--- src/rtl/bma_ram.sv ---
`timescale 1ns / 1ps
// ----------------------------------------------------------------------------
// bma_ram
// Simple dual-port synchronous RAM, one write and one registered read port.
// ----------------------------------------------------------------------------
module bma_ram #(
	parameter int WIDTH = 2,
	parameter int DEPTH = 2048,
	parameter int AW    = $clog2(DEPTH)
) (
	input  logic             clk,
	input  logic             we,
	input  logic [AW-1:0]    waddr,
	input  logic [WIDTH-1:0] wdata,
	input  logic [AW-1:0]    raddr,
	output logic [WIDTH-1:0] rdata
);

	logic [WIDTH-1:0] mem [DEPTH];

	always_ff @(posedge clk) begin
		if (we)
			mem[waddr] <= wdata;
		rdata <= mem[raddr];
	end

endmodule

--- config.mk ---
export PLATFORM = sky130hd
export DESIGN_NAME = bma_ram
export DESIGN_NICKNAME = d
export VERILOG_FILES = /design/src/rtl/bma_ram.sv
export SDC_FILE = /design/constraint.sdc
export NUM_CORES = 2
export LEC_CHECK = 0
export ABC_AREA = 0
export BUFFER_PORTS_ARGS = -buffer_cell sky130_fd_sc_hd__buf_2
export CAP_MARGIN = 40
export CORE_ASPECT_RATIO = 0.6
export CORE_UTILIZATION = 50
export CTS_BUF_LIST = sky130_fd_sc_hd__clkbuf_8
export DETAILED_ROUTE_END_ITERATION = 16
export PLACE_DENSITY_LB_ADDON = 0.2
export SLEW_MARGIN = 20
export SYNTH_ARGS = -nofsm -noshare
export SYNTH_HDL_FRONTEND = slang
export SYNTH_SLANG_ARGS = --single-unit
--- constraint.sdc ---
create_clock -name clk -period 7.9 [get_ports clk]
set_clock_uncertainty 0.05 [all_clocks]
set_input_delay 1.58 -clock clk [delete_from_list [all_inputs] [get_ports clk]]
set_output_delay 1.58 -clock clk [all_outputs]
set_load 0.01 [all_outputs]
* Word level (Yosys, flattened, before mapping)
Memory sizes are Yosys's and may differ from the RTL's. A register that Yosys moved wholly into a read port is not among the register bits.
Index checks and enable logic that the tools add are counted.
** Cells by class
- Muxes and demuxes :: 2
** Operators by type and width (number)
- 2-to-1 mux 1 bit :: 2
** Word-level totals
- Flip-flop bits (word level) :: 0
- RAM bits :: 4096
- Bits of input ports :: 26
- Memories :: 1
** Memory list
- mem :: words 2048, bits a word 2, read ports 1, clocked after memory_dff 1, write ports 1, RTL line 19 : logic [WIDTH-1:0] mem [DEPTH];

* Depth between registers and ports, before layout
- Depth after elaboration :: 2
- Gate-level depth with buffers :: 16
- Mapped depth without buffers :: 9

* Least setup slack after synthesis
No wires, ideal clock.
- Kind :: input-to-reg
- From :: in raddr[1]
- To :: reg rdata[0], read port of mem
- Path buffers :: 4
- Stages :: 11
- Setup slack :: 3.928 ns
- Data arrival time :: 3.795 ns
- Setup time :: 0.127 ns
- Cell sequence :: buf_6 > buf_4 > buf_2 > clkbuf_1 > mux4_2 > mux4_2 > mux2i_1 > a21oi_1 > nand4_1 > o41ai_1 > or3_1
** RTL lines
- from (decl) :: RTL line 15 : input logic [AW-1:0] raddr,
- to (decl) :: RTL line 16 : output logic [WIDTH-1:0] rdata

==> metrics <==
antenna viol nets, final 0; Crit Path Category primary input to register; hpwl dp 325.1 mm; Largest delay share family, worst path buffers and inverters; hold_buf cts 0; startpoint class of the critical path primary input; CTS tree done; post_cts resized 0; Port Buf Inserts 27; Initial Util 50.50%; Clk pwr share 37.3%; CTS root buf clkbuf_8; largest net degree at the start of global routing 269; Rel. slew slack 9.828%; Synth Warn # 0; Die Footprint 340000 um2; first-pass GRT wire length 737.1 mm; CP max stage cell nor3_2; initial antenna violation count 56; synthesized instance count 10170; Arr. time, crit path 6.25 ns; setup tns final 0 ns; Critical Path Sink Type register; hold endpoint mem[385][1]; # rows 164; Chip Width 752.1 um; worst r2r src mem[1886][0]; HP Start wdata[1]; Crit path required time 8.85 ns; Tot Pwr 41.87 mW; CTS sink count 4098; combinational cell fraction of total power 5.5%; power per cell area 225.9 nW/um2; Worst VDD drop 169.3 uV; Fillers 25740; DRC viols 0; routed len/inst 34.73 um; initial drt markers 17640; buffers plus inverters on the worst setup path 4; most common cell after layout, fill and taps aside edfxtp_1; Sw Pwr 9.885 mW; Core Util, Final 55.44%; hold crit path type primary input to register; Yosys reg bits 4098; Sequential Power Share 57.2%; worst reg2reg path endpoint rdata[0]; Mapped Nets 10200; RSZ-0062 raised after global routing false; setup violators final 0; status finished clean; commonest non-fill, non-tap cells in the layout 4096 x edfxtp_1, 2176 x nor2_1, 797 x mux2i_1; register-to-register setup slack 4.40 ns; Top FF cell, synth edfxtp_1; max-slew violations 0; core area 334300 um2; vias in the first global route 97120; Reg clk slew, reported paths 0.07 ns; fmax 188.5 MHz; worst path cell trace buf_2 > clkinv_1 > nor3_2 > buf_4 > a211oi_1 > a31oi_1 > o21ai_1 > buf_4 > nand4_1 > o41ai_1 > or3_1; vias post-DR 100500; total CTS buffers 584; Slew @ Worst Pin 1.353 ns; Switching Fraction 23.61%; Mapped Area 168800 um2; Clock Path Buffers 4; WHS Path Cells 1; sequential element share of the synthesized area 72.89%; Reg2Reg Depth 9; total wire length 530.6 mm; Die Span Y 452.1 um; Yosys cell types 81; Placer Congestion 0.9160; crit-path most repeated cell buf_4; syn_area_per_cell 16.59 um2; Largest stage delay, worst path 0.94 ns; GRT Overall Usage 30.65%; fraction of layout cells with a size suffix above 1 17.25%; Ports 28; Lkg Pwr 57.84 nW; H-Tree Depth 6; worst setup margin 2.594 ns; Fin. Hold Viols 0; Max Cap Viol 0; CP max FO 19; Post-synth ARST share 0%; cell-internal power 31.99 mW; Post-synth EDFFs 4096; fin crit share 67.16%; postcts setup bufs 0; vias per cell 6.575; global route overflow 0; min Tclk post-route 5.306 ns; Pre-Repair DR Iteration Count 8; synthesis-to-finish area growth 9.792%; Worst-Skew Late Latency 1.14 ns; dpl ws 1.528 ns; nets 10380
cell families (layout without fill, tap and decap cells):
kind of cell           after synthesis  after routing  share of synthesized area [%]
buffers and inverters              857           1462                          2.996
muxes                             1459           1459                          13.46
and+or+nand+nor                   2850           2850                          6.869
other                                0             17                              0
DFF                               4098           4098                          72.89
AOI/OAI and AO/OA                  910            910                          3.776
layout make-up:
cell class	count	area (um2)	share of cell area [%]
clock buffer	601	8272	4.464
antenna	17	42.54	0.02296
tap	4482	5608	3.026
clock inverter	415	2014	1.087
timing repair buffer	442	4966	2.680
multi-input combinational	5219	41350	22.31
inverter	4	27.53	0.01485
sequential	4098	123000	66.39
state kept, by name, indices dropped and copies added (netlist names):
| signal | flops |
|---|---|
| rdata | 2 |
| mem | 4096 |
routing by layer:
metal / part of all wire (%) / global-route usage, % / vias to the layer above
met4: 2.9 / 8.499 / 18
met2: 41 / 41.63 / 7651
met5: 0.034 / 0 / -
li1: - / - / 40130
met1: 40 / 46.36 / 51750
met3: 16 / 11.41 / 913
synth_stat cells, types with 42 or more instances:
cell	instances	area, um2
edfxtp_1	4096	123000
nor2_1	2181	8187
mux2i_1	798	7988
mux4_2	612	13780
clkbuf_1	446	1674
o221ai_1	251	2198
nand2_1	228	855.8
o22ai_1	178	1114
nor3_1	163	815.8
a21oi_1	149	745.7
o21ai_0	123	615.6
buf_1	112	420.4
buf_6	104	1171
buf_2	88	440.4
nand3_1	81	405.4
a211oi_1	63	473.0
nor4_1	61	381.6
buf_8	42	630.6
through the flow:
stage,instance area [um2],std cells,hold WS (ns)
after floorplan,168800,10170,0.8910
after global placement,173200,14140,1.195
after detailed placement,174700,14220,1.223
after CTS,185000,15240,0.8587
after global routing,185300,15260,0.8424
final,185300,15280,0.8968
power by group through the flow:
| stage | Clock (mW) | Sequential [mW] | Combinational [mW] |
|---|---|---|---|
| after floorplan | 0 | 24.4 | 1.19 |
| after global placement | 0 | 24.4 | 2.17 |
| after detailed placement | 0 | 24.4 | 2.23 |
| after CTS | 15.7 | 23.9 | 2.23 |
| after global routing | 16.6 | 23.9 | 2.37 |
| final | 15.6 | 23.9 | 2.30 |
how the worst max path moves through the flow:
stage | end | slack [ns] | depth (start not counted) | from
after CTS | rdata[0] | 2.67 | 12 | raddr[0]
after floorplan | rdata[0] | 3.93 | 11 | raddr[1]
final | rdata[0] | 2.59 | 11 | raddr[6]
after global routing | rdata[1] | 2.57 | 11 | raddr[0]
after global placement | rdata[0] | 0.96 | 11 | raddr[0]
after detailed placement | rdata[0] | 1.53 | 12 | raddr[0]
Power figures use the tool's default switching activity.
